==> config.mk <==
export PLATFORM = sky130hd
export DESIGN_NAME = dfcw_lane
export DESIGN_NICKNAME = d
export VERILOG_FILES = /design/src/hdl/dfcw_pkg.sv /design/src/hdl/dfcw_lane.sv
export SDC_FILE = /design/constraint.sdc
export NUM_CORES = 1
export LEC_CHECK = 0
export ABC_AREA = 1
export BUFFER_PORTS_ARGS = -buffer_cell sky130_fd_sc_hd__buf_2
export CAP_MARGIN = 5
export CORE_MARGIN = 1
export CORE_UTILIZATION = 47
export DETAILED_ROUTE_END_ITERATION = 6
export PLACE_DENSITY = 0.75
export SETUP_SLACK_MARGIN = 0.02
export SYNTH_ARGS = -nofsm -noshare
export SYNTH_HDL_FRONTEND = slang
export SYNTH_SLANG_ARGS = --single-unit
export TNS_END_PERCENT = 10
==> constraint.sdc <==
create_clock -name clk -period 1.5 [get_ports clk]
set_input_delay 0.225 -clock clk [delete_from_list [all_inputs] [get_ports clk]]
set_output_delay 0.225 -clock clk [all_outputs]
set_load 0.02 [all_outputs]
==> src/hdl/dfcw_pkg.sv <==
// Shared types, constants and helpers for the DAC frame change writer.
// Used by every module of the block; depends on nothing.
`timescale 1ns / 1ps
`default_nettype none

package dfcw_pkg;

  // Defaults for the top-level parameters.
  localparam int CHANNELS_DEF    = 8;
  localparam int TABLE_DEPTH_DEF = 4096;

  // Fixed field widths of the stream payloads.
  localparam int MAX_CHANNELS = 8;
  localparam int SAMPLE_W     = 16;
  localparam int WORD_W       = 16;
  localparam int INDEX_W      = 12;
  localparam int CHAN_W       = 3;
  localparam int OP_W         = 2;

  // Input tdata layout: eight samples, then the table index and the table word.
  localparam int INDEX_LSB   = MAX_CHANNELS * SAMPLE_W;
  localparam int ENTRY_LSB   = INDEX_LSB + INDEX_W;
  localparam int S_TDATA_W   = ((ENTRY_LSB + WORD_W + 7) / 8) * 8;

  // Value that marks a cache entry as holding no sample.
  localparam logic [SAMPLE_W-1:0] INVALID_MARK = 16'hFFFF;

  // Base of the ramp that the correction table holds after reset.
  localparam logic [WORD_W-1:0] RAMP_BASE = 16'h1000;

  // Operation carried in the input tuser.
  typedef enum logic [OP_W-1:0] {
    OP_FRAME = 2'd0,
    OP_WRITE = 2'd1,
    OP_INVAL = 2'd2,
    OP_SPARE = 2'd3
  } op_t;

  // What one lane reports for the current frame.
  typedef struct packed {
    logic              changed;
    logic              use_table;
    logic [WORD_W-1:0] word;
  } lane_res_t;

  // Upper nibble of the command word: the DAC address of each channel.
  function automatic logic [3:0] addr_nibble(input int lane);
    logic [3:0] nib;
    case (lane)
      0:       nib = 4'h1;
      1:       nib = 4'h0;
      2:       nib = 4'h2;
      3:       nib = 4'h3;
      4:       nib = 4'h4;
      5:       nib = 4'h5;
      6:       nib = 4'h6;
      7:       nib = 4'h7;
      default: nib = 4'h0;
    endcase
    return nib;
  endfunction

endpackage

`default_nettype wire

==> src/hdl/dfcw_lane.sv <==
// One channel lane: holds the cached sample, detects a change and forms the
// command word. Depends on dfcw_pkg.
`timescale 1ns / 1ps
`default_nettype none

module dfcw_lane #(
  parameter int LANE = 0
) (
  input  wire logic                             clk,
  input  wire logic                             rst,
  input  wire logic                             frame,
  input  wire logic                             invalidate,
  input  wire logic [dfcw_pkg::SAMPLE_W-1:0]    sample,
  output dfcw_pkg::lane_res_t                   res
);

  logic [dfcw_pkg::SAMPLE_W-1:0] prev;
  logic [dfcw_pkg::SAMPLE_W-1:0] prev_next;
  logic                          neg;
  logic [3:0]                    nib;

  assign neg = sample[dfcw_pkg::SAMPLE_W-1];
  assign nib = dfcw_pkg::addr_nibble(LANE);

  // Word formation differs between the corrected channel and the others.
  always_comb begin
    res.changed = (sample != prev);
    if (LANE == 0) begin
      // Positive samples are looked up in the table; negative ones send
      // the address with zero data. The cache keeps the raw sample.
      res.use_table = !neg;
      res.word      = {nib, 12'h000};
      prev_next     = sample;
    end else begin
      res.use_table = 1'b0;
      if (neg) begin
        res.word  = {nib, 12'h000};
        prev_next = '0;
      end else begin
        res.word  = {nib, sample[14:3]};
        prev_next = sample;
      end
    end
  end

  // Sample cache.
  always_ff @(posedge clk) begin
    if (rst || invalidate) begin
      prev <= dfcw_pkg::INVALID_MARK;
    end else if (frame && res.changed) begin
      prev <= prev_next;
    end
  end

endmodule

`default_nettype wire

==> qor.yml <==
holdWs_ns: 0.2040
dieArea_um2: 2607
cts_tree: "yes"
drtPass1Iterations: 4
cp-end-kind: "output port"
setup_ws_ns: -0.06700
avgRoutedWirePerCell_um: 9.920
synth_compound_area_share_pct: 0
ios: 38
synthAdderAreaFrac_pct: 0
drt_iter0_markers: 23
grt.total_usage_pct: 18.99
place_ws_ns: 0.06061
worstPathCellList: "nand2_1 -> inv_1 -> nor2_1 -> nor2_1 -> nand2_2 -> nor2_4 -> nand2_8 -> buf_6"
p_leak_nw: 0.7370
grt_overflow: 0
fin_nets: 220
grt_max_degree: 18
cts.htree.levels: 1
crit_arrival_ns: 1.34
dieWidth_um: 51.06
clk_latency_ns: 0.28
critPathMostFrequentCell: "nor2_1"
power_density_nw_per_um2: 716.7
clock_sinks: 16
skew_ns: 0.005800
vias: 1042
synth-simple-area-share_pct: 47.35
power_frac_comb_pct: 23.6
cp.required_ns: 1.27
rows: 17
setup_viol: 1
finalPower_uw: 895.9
via_per_inst: 4.611
dpl.cell_count: 221
synth_top_area_share_pct: 28.32
synthXorXnorAreaFrac_pct: 0
drive_gt1_share_pct: 31.31
antenna_cells: 0
async_flop_share_pct: 0
ctsRootBufferMaster: "clkbuf_4"
start_util_pct: 50.64
clk_path_buf_depth: 2
synth_cell_types: 19
ir_drop_v: 0.0005547
synthMuxAreaShare_pct: 0
netlist_top_cells_count: "51 x nand2_1, 29 x nand3_1, 24 x inv_1"
reg.largest.list: "prev (16)"
pwr-share-clk_pct: 25.2
violations: "setup timing"
gp_congestion: 0.7337
avgSynthCellArea_um2: 6.354
cpPeakStageDelay_ns: 0.36
synthFlopType: "dfxtp_1"
syn2layout_area_growth_pct: 10.51
first_global_vias: 1008
switching_power_uw: 286.4
ys_warn_count: 0
synth_edf_count: 0
synth_top_area_cell: "dfxtp_1"
rsz0062_at_grt: "true"
yosysSeqAreaShare_pct: 28.32
p_sw_share_pct: 31.97
largest_register: "prev"
numPortBuffers: 21
synthCells: 178
startpoint_type: "flip-flop"
detail-route-antenna-nets: 0
power.internal_uw: 609.5
min-delay-path-class: "in -> reg"
period_share_pct: 104.5
slowest_stage: "dfxtp_1"
cp_max_fo: 3
cts_made_buffers: 3
ys_ff_latch: 16
finalHoldViolCount: 0
fp.coreArea_um2: 2233
fin_cells: 226
synthTopCellsByArea: "dfxtp_1 28%, nand2_1 17%, nand3_1 13%"
largest_register_ffs: 16
hpwl_mm: 1.527
critPathKind: "reg -> out"
netlist_area_um2: 1131
fp.dieH_um: 51.06
maxCapViolations: 0
hold_buffers: 0
drc: 0
slew_violations: 0
drt_wl_total_mm: 2.242
status: "finished, violations left"
nFillCells: 225
clk_pin_slew_ns: 0.09
timing.fmax_mhz: 638.2
yosysMostFrequentCell: "nand2_1"
min_period_ns: 1.567
seq_power_share_pct: 51.2
tns_ns: -0.06700
grt_first_pass_wirelength_mm: 3.705
synth_top_family_by_area: "simple AND/OR/NAND/NOR gates"
antenna_found_initial: 0
metal layers:
| metal | part of all wire (%) | global-route usage, % | vias up |
|---|---|---|---|
| met3 | 4.3 | 5.357 | 4 |
| met5 | 0 | 0 | - |
| li1 | - | - | 543 |
| met2 | 52 | 36.62 | 28 |
| met1 | 43 | 18.51 | 467 |
| met4 | 1.1 | 7.870 | 0 |
layout by cell type (no fill, tap or decap):
master,n
nor2_1,14
buf_6,1
buf_4,3
inv_2,1
nor2_2,7
nand2_1,49
buf_2,20
dfxtp_2,12
nand2_2,7
nand2_8,2
conb_1,16
dfxtp_1,3
clkinv_1,1
clkbuf_4,3
inv_1,24
nand3_2,3
dfxtp_4,1
nand3_1,29
nor2_4,2
worst paths after layout:
check                  from  endpoint  slack [ns]  cells after the start
setup / recovery   prev[10]   res[17]       -0.07                      8
setup reg to reg   prev[10]   prev[2]        0.01                     11
hold reg to reg    prev[13]  prev[13]        0.47                      2
hold / removal    sample[7]   prev[7]        0.20                      3
kinds of logic (layout without fill, tap and decap cells):
group / Yosys count / after routing
simple gates: 113 / 113
other cells: 2 / 16
buf+inv: 47 / 53
flops: 16 / 16
layout make-up:
type	instances	area [um^2]	share of cell area, %
Clock buffer	3	22.52	1.802
Inverter	26	97.59	7.808
Multi-Input combinational cell	129	621.8	49.75
Sequential cell	16	339.1	27.13
Tap cell	28	35.03	2.803
Timing Repair Buffer	24	133.9	10.71
worst max-delay path: cells and delay by family (launching register included):
kind          cells  cell delay [ns]
buf+inv           2             0.18
simple gates      6             0.51
flops             1             0.36
what timing repair did:
item,CTS,global route
pin swaps,4,7
gates resized for setup,6,18
setup buffers,1,1
setup endpoints to repair,1,17
stage by stage:
step                instance area (um^2)  util (%)
CTS                                 1210     54.17
global placement                    1161     51.99
global route                        1250     55.97
floorplan                           1184         -
detailed placement                  1161     51.99
finish                              1250     55.97
power groups by stage:
| stage | logic [mW] | clock network (mW) | registers (mW) |
|---|---|---|---|
| after floorplan | 0.188 | 0 | 0.464 |
| after global placement | 0.195 | 0 | 0.465 |
| after detailed placement | 0.202 | 0 | 0.467 |
| after CTS | 0.203 | 0.236 | 0.458 |
| after global routing | 0.240 | 0.256 | 0.462 |
| final | 0.211 | 0.225 | 0.459 |
Note: power is estimated with default switching activity, not from simulation.
