===== src/hdl/dfcw_pkg.sv =====
// Shared types, constants and helpers for the DAC frame change writer.
// Used by every module of the block; depends on nothing.
`timescale 1ns / 1ps
`default_nettype none

package dfcw_pkg;

  // Defaults for the top-level parameters.
  localparam int CHANNELS_DEF    = 8;
  localparam int TABLE_DEPTH_DEF = 4096;

  // Fixed field widths of the stream payloads.
  localparam int MAX_CHANNELS = 8;
  localparam int SAMPLE_W     = 16;
  localparam int WORD_W       = 16;
  localparam int INDEX_W      = 12;
  localparam int CHAN_W       = 3;
  localparam int OP_W         = 2;

  // Input tdata layout: eight samples, then the table index and the table word.
  localparam int INDEX_LSB   = MAX_CHANNELS * SAMPLE_W;
  localparam int ENTRY_LSB   = INDEX_LSB + INDEX_W;
  localparam int S_TDATA_W   = ((ENTRY_LSB + WORD_W + 7) / 8) * 8;

  // Value that marks a cache entry as holding no sample.
  localparam logic [SAMPLE_W-1:0] INVALID_MARK = 16'hFFFF;

  // Base of the ramp that the correction table holds after reset.
  localparam logic [WORD_W-1:0] RAMP_BASE = 16'h1000;

  // Operation carried in the input tuser.
  typedef enum logic [OP_W-1:0] {
    OP_FRAME = 2'd0,
    OP_WRITE = 2'd1,
    OP_INVAL = 2'd2,
    OP_SPARE = 2'd3
  } op_t;

  // What one lane reports for the current frame.
  typedef struct packed {
    logic              changed;
    logic              use_table;
    logic [WORD_W-1:0] word;
  } lane_res_t;

  // Upper nibble of the command word: the DAC address of each channel.
  function automatic logic [3:0] addr_nibble(input int lane);
    logic [3:0] nib;
    case (lane)
      0:       nib = 4'h1;
      1:       nib = 4'h0;
      2:       nib = 4'h2;
      3:       nib = 4'h3;
      4:       nib = 4'h4;
      5:       nib = 4'h5;
      6:       nib = 4'h6;
      7:       nib = 4'h7;
      default: nib = 4'h0;
    endcase
    return nib;
  endfunction

endpackage

`default_nettype wire


===== src/hdl/dfcw_merge.sv =====
// Merging stage: holds one frame of lane results, then sends the changed
// channels out one command word per transfer in channel order, flagging the
// last. Depends on dfcw_pkg.
`timescale 1ns / 1ps
`default_nettype none

module dfcw_merge #(
  parameter int CHANNELS = dfcw_pkg::CHANNELS_DEF,
  localparam int SW      = (CHANNELS > 1) ? $clog2(CHANNELS) : 1
) (
  input  wire logic                              clk,
  input  wire logic                              rst,
  input  wire logic                              load,
  input  wire dfcw_pkg::lane_res_t [CHANNELS-1:0] lanes,
  input  wire logic [dfcw_pkg::WORD_W-1:0]       table_data,
  output logic                                   ready_in,
  output logic                                   out_valid,
  input  wire logic                              out_ready,
  output logic      [dfcw_pkg::WORD_W-1:0]       out_word,
  output logic      [dfcw_pkg::CHAN_W-1:0]       out_chan,
  output logic                                   out_last
);

  // Frame stage, waiting for the table read to land.
  logic                              st_valid;
  logic [CHANNELS-1:0]               st_mask;
  logic                              st_use_table;
  logic [dfcw_pkg::WORD_W-1:0]       st_word [CHANNELS];

  // Serialiser.
  logic [CHANNELS-1:0]               ser_mask;
  logic [dfcw_pkg::WORD_W-1:0]       ser_word [CHANNELS];
  logic [SW-1:0]                     sel;
  logic [CHANNELS-1:0]               mask_rest;
  logic                              ser_busy;
  logic                              ser_free;
  logic                              emit;
  logic                              st_move;
  logic                              out_load;

  assign out_load = !out_valid || out_ready;
  assign ser_busy = |ser_mask;
  assign emit     = ser_busy && out_load;
  assign ser_free = !ser_busy || (emit && (mask_rest == '0));
  assign st_move  = st_valid && ser_free;
  assign ready_in = !st_valid || st_move;

  // Lowest pending channel goes next.
  always_comb begin
    sel = '0;
    for (int i = CHANNELS - 1; i >= 0; i--) begin
      if (ser_mask[i]) begin
        sel = SW'(i);
      end
    end
    mask_rest      = ser_mask;
    mask_rest[sel] = 1'b0;
  end

  // Frame stage capture.
  always_ff @(posedge clk) begin
    if (rst) begin
      st_valid <= 1'b0;
    end else if (load) begin
      st_valid <= 1'b1;
    end else if (st_move) begin
      st_valid <= 1'b0;
    end
  end

  always_ff @(posedge clk) begin
    if (load) begin
      st_use_table <= lanes[0].use_table;
      for (int i = 0; i < CHANNELS; i++) begin
        st_mask[i] <= lanes[i].changed;
        st_word[i] <= lanes[i].word;
      end
    end
  end

  // Serialiser mask and words; channel 0 takes the table word when needed.
  always_ff @(posedge clk) begin
    if (rst) begin
      ser_mask <= '0;
    end else if (st_move) begin
      ser_mask <= st_mask;
    end else if (emit) begin
      ser_mask <= mask_rest;
    end
  end

  always_ff @(posedge clk) begin
    if (st_move) begin
      for (int i = 0; i < CHANNELS; i++) begin
        if (i == 0 && st_use_table) begin
          ser_word[i] <= table_data;
        end else begin
          ser_word[i] <= st_word[i];
        end
      end
    end
  end

  // Output register.
  always_ff @(posedge clk) begin
    if (rst) begin
      out_valid <= 1'b0;
    end else if (out_load) begin
      out_valid <= ser_busy;
    end
  end

  always_ff @(posedge clk) begin
    if (emit) begin
      out_word <= ser_word[sel];
      out_chan <= dfcw_pkg::CHAN_W'(sel);
      out_last <= (mask_rest == '0);
    end
  end

endmodule

`default_nettype wire


===== config.mk =====
export PLATFORM = sky130hd
export DESIGN_NAME = dfcw_merge
export DESIGN_NICKNAME = d
export VERILOG_FILES = /design/src/hdl/dfcw_pkg.sv /design/src/hdl/dfcw_merge.sv
export SDC_FILE = /design/constraint.sdc
export NUM_CORES = 1
export LEC_CHECK = 0
export BUFFER_PORTS_ARGS = -buffer_cell sky130_fd_sc_hd__buf_2
export CAP_MARGIN = 15
export CORE_ASPECT_RATIO = 1.25
export CORE_MARGIN = 2
export CORE_UTILIZATION = 50
export CTS_CLUSTER_SIZE = 20
export DETAILED_ROUTE_END_ITERATION = 7
export PLACE_DENSITY_LB_ADDON = 0.3
export SLEW_MARGIN = 5
export SYNTH_ARGS = -nofsm -noshare
export SYNTH_HDL_FRONTEND = slang
export SYNTH_SLANG_ARGS = --single-unit

===== constraint.sdc =====
create_clock -name clk -period 23.2 [get_ports clk]
set_clock_uncertainty 0.15 [all_clocks]
set_input_delay 2.32 -clock clk [delete_from_list [all_inputs] [get_ports clk]]
set_output_delay 2.32 -clock clk [all_outputs]
set_load 0.02 [all_outputs]

==> impl_metrics.yaml <==
status:
  status: "completed"
drt:
  drt_iter0_markers: 385
  detail_route.wl_per_cell_um: 19.2
  ant_nets: 0
  drc: 0
  wirelength_um: 21800
  vias: 6032
  viasPerCell: 5.30
  first_pass_iters: 5
yosys:
  avgSynthCellArea_um2: 17.2
  ys.flop_type: "edfxtp_1"
  synth_edf_count: 285
  ys_types: 53
  yosysWarnings: 0
  postSynthCellCount: 648
  synth_area_um2: 11100
  seq_area_frac_synth: 0.786
  async_reset_ff_frac: 0
  synth_nets: 812
  ys_seq_elements: 295
floorplan:
  row_count: 61
  core_area_um2: 22100
  die-height_um: 171
  die_area_um2: 23500
  initial_core_util: 0.505
  io_pins: 186
  fp.dieW_um: 137
global_route:
  grt_util_met3: 0.0290
  grt_pass1_vias: 5853
  gr-max-usage-layer: "met2"
  grt_util_all_layers: 0.186
  grt_antenna_before_repair: 0
  grt_overflow: 0
  global_route.usage.met1: 0.217
  met2_usage: 0.348
  grt_pass1_wl_um: 31900
  grt_max_degree: 90
clock_tree:
  cts_resized: 0
  root_buffer: "clkbuf_16"
  postCtsSetupBuffers: 0
  hold_buffers: 0
  htree_levels: 1
  cts_tree: "built"
  clockBufferDepth: 3
  clk_pin_slew_ns: 0.06
  clock_latency_ns: 0.53
  cts_made_buffers: 28
  cts_num_sinks: 295
power:
  ir_drop_mv: 0.0792
  p_leak_nw: 5.02
  power_density_nw_per_um2: 125
sta:
  finalHoldViolations: 0
  slew_violations: 0
  worst_slack_ns: 17.24
  setup_viol: 0
  layout_min_cycle_time_ns: 5.96
  tightestPinTransition_ns: 1.13
  max_freq_ghz: 0.168
  final.setup.tns_ns: 0
  min_period_over_period: 0.257
  slew_headroom: 0.247
  rsz0062_at_grt: "false"
setup_path:
  path_common_cell: "buf_2"
  end_kind: "output pin"
  critical_path_class: "input pin to output pin"
  startpoint_type: "input pin"
  max_stage_delay_ns: 0.42
  critical_path.cell_chain: "buf_2 > nand2b_1 > a31oi_2 > o21ai_0 > buf_2"
  critPathMaxFanout: 6
  cp_slowest_cell: "a31oi_2"
  cp_data_required_time_ns: 20.73
  cp.arrival_ns: 3.49
  rrSetupSlack_ns: 19.45
worst_hold_path:
  hold_class: "flip-flop to flip-flop"
place:
  hpwl_um: 15000
  io_buffers: 178
  post-place-ws_ns: 17.27
  place_congestion: 0.933
finish:
  final_common_cell: "edfxtp_1"
  drive_gt1_frac: 0.326
  fin_nets: 998
  mostFrequentLayoutCells: "edfxtp_1 (285), buf_2 (177), nor2_1 (41)"
  syn2layout_area_growth_pct: 19.9
  antenna-diode-count: 0
  fillCellCount: 1644
job:
  drv_cap: 0
[synthesized netlist by cell type (2+ instances only)]
cell       instances  area share
nor2b_1            4      0.0022
mux2_4            10       0.013
mux2_2            22       0.022
nor3_1             2     0.00090
a211oi_1           2      0.0013
nor2_1            42       0.014
buf_2              3      0.0013
nand2b_1           3      0.0017
o31a_1             2      0.0016
nor3b_1            2      0.0013
dfxtp_1           10       0.018
a32o_1             3      0.0027
edfxtp_1         285        0.77
o211ai_1          16       0.011
clkbuf_1          24      0.0081
a21boi_0          16       0.011
a21oi_1            6      0.0027
inv_1             39       0.013
mux2i_1           33       0.030
nand2_1           22      0.0074
o21ai_0           22      0.0099
or2_2              2      0.0011
o2bb2ai_1          2      0.0016
and3_1            16      0.0090
buf_6              2      0.0020
o22ai_1           16      0.0090
o221ai_1          16       0.013
[stage by stage]
step	instance area [µm²]	cells	utilization	total power (W)	hold slack, ns
after CTS	13300	1138	0.605	0.00169	0.265
after detailed placement	12300	1086	0.560	0.00120	0.255
after floorplan	11100	648	-	0.00106	0.250
final	13400	1139	0.605	0.00167	0.265
after global placement	12300	1086	0.560	0.00119	0.250
after global routing	13400	1139	0.605	0.00175	0.263
[path summary, 6_finish.rpt]
kind / start / end / cells past startpoint
setup / recovery: out_ready / ready_in / 5
setup reg to reg: ser_mask[1] / ser_word[1][15] / 6
hold reg to reg: st_word[0][40] / ser_word[2][8] / 0
hold / removal: st_word[0][40] / ser_word[2][8] / 0
[critical path: cells and delay by family]
family | cells | cell delay, ns
buf+inv | 2 | 0.30
compound gates | 2 | 0.60
simple gates | 1 | 0.27
[where the power goes]
| part | leakage, nW | internal [W] | total [W] | switching [W] |
|---|---|---|---|---|
| Combinational | 1.72 | 0.000165 | 0.000441 | 0.000276 |
| Sequential | 2.81 | 0.000710 | 0.000749 | 0.0000391 |
| Clock | 0.484 | 0.000296 | 0.000483 | 0.000186 |
[per-layer routing]
| metal | up-vias | wire (µm) |
|---|---|---|
| li1 | 2869 | - |
| met1 | 2923 | 8240 |
| met2 | 210 | 11800 |
| met3 | 30 | 1240 |
| met4 | 0 | 569 |
| met5 | - | 0 |
[flip-flops by register name, summed over array words and instances (netlist names), 3 cells and up]
register,cells
out_chan,3
out_word,16
ser_mask,8
st_mask,8
ser_word,128
st_word,128
[cell type report]
cell class | count | area, µm² | share of cell area
clock buffer | 34 | 744 | 0.0557
clock inverter | 18 | 254 | 0.0190
inverter | 39 | 146 | 0.0110
multi-input combinational | 283 | 2130 | 0.160
sequential | 295 | 8760 | 0.656
tap | 283 | 354 | 0.0265
timing repair buffer | 187 | 965 | 0.0722
[kinds of logic (layout without fill, tap and decap cells)]
logic type / Yosys count / after routing / share of synthesized area
mux: 65 / 65 / 0.0654
simple gates: 104 / 104 / 0.0475
compound gates: 113 / 113 / 0.0736
flops: 295 / 295 / 0.786
fa+ha+maj: 1 / 1 / 0.000899
buf+inv: 70 / 278 / 0.0263
No activity file was read; power rests on OpenSTA's default activity.
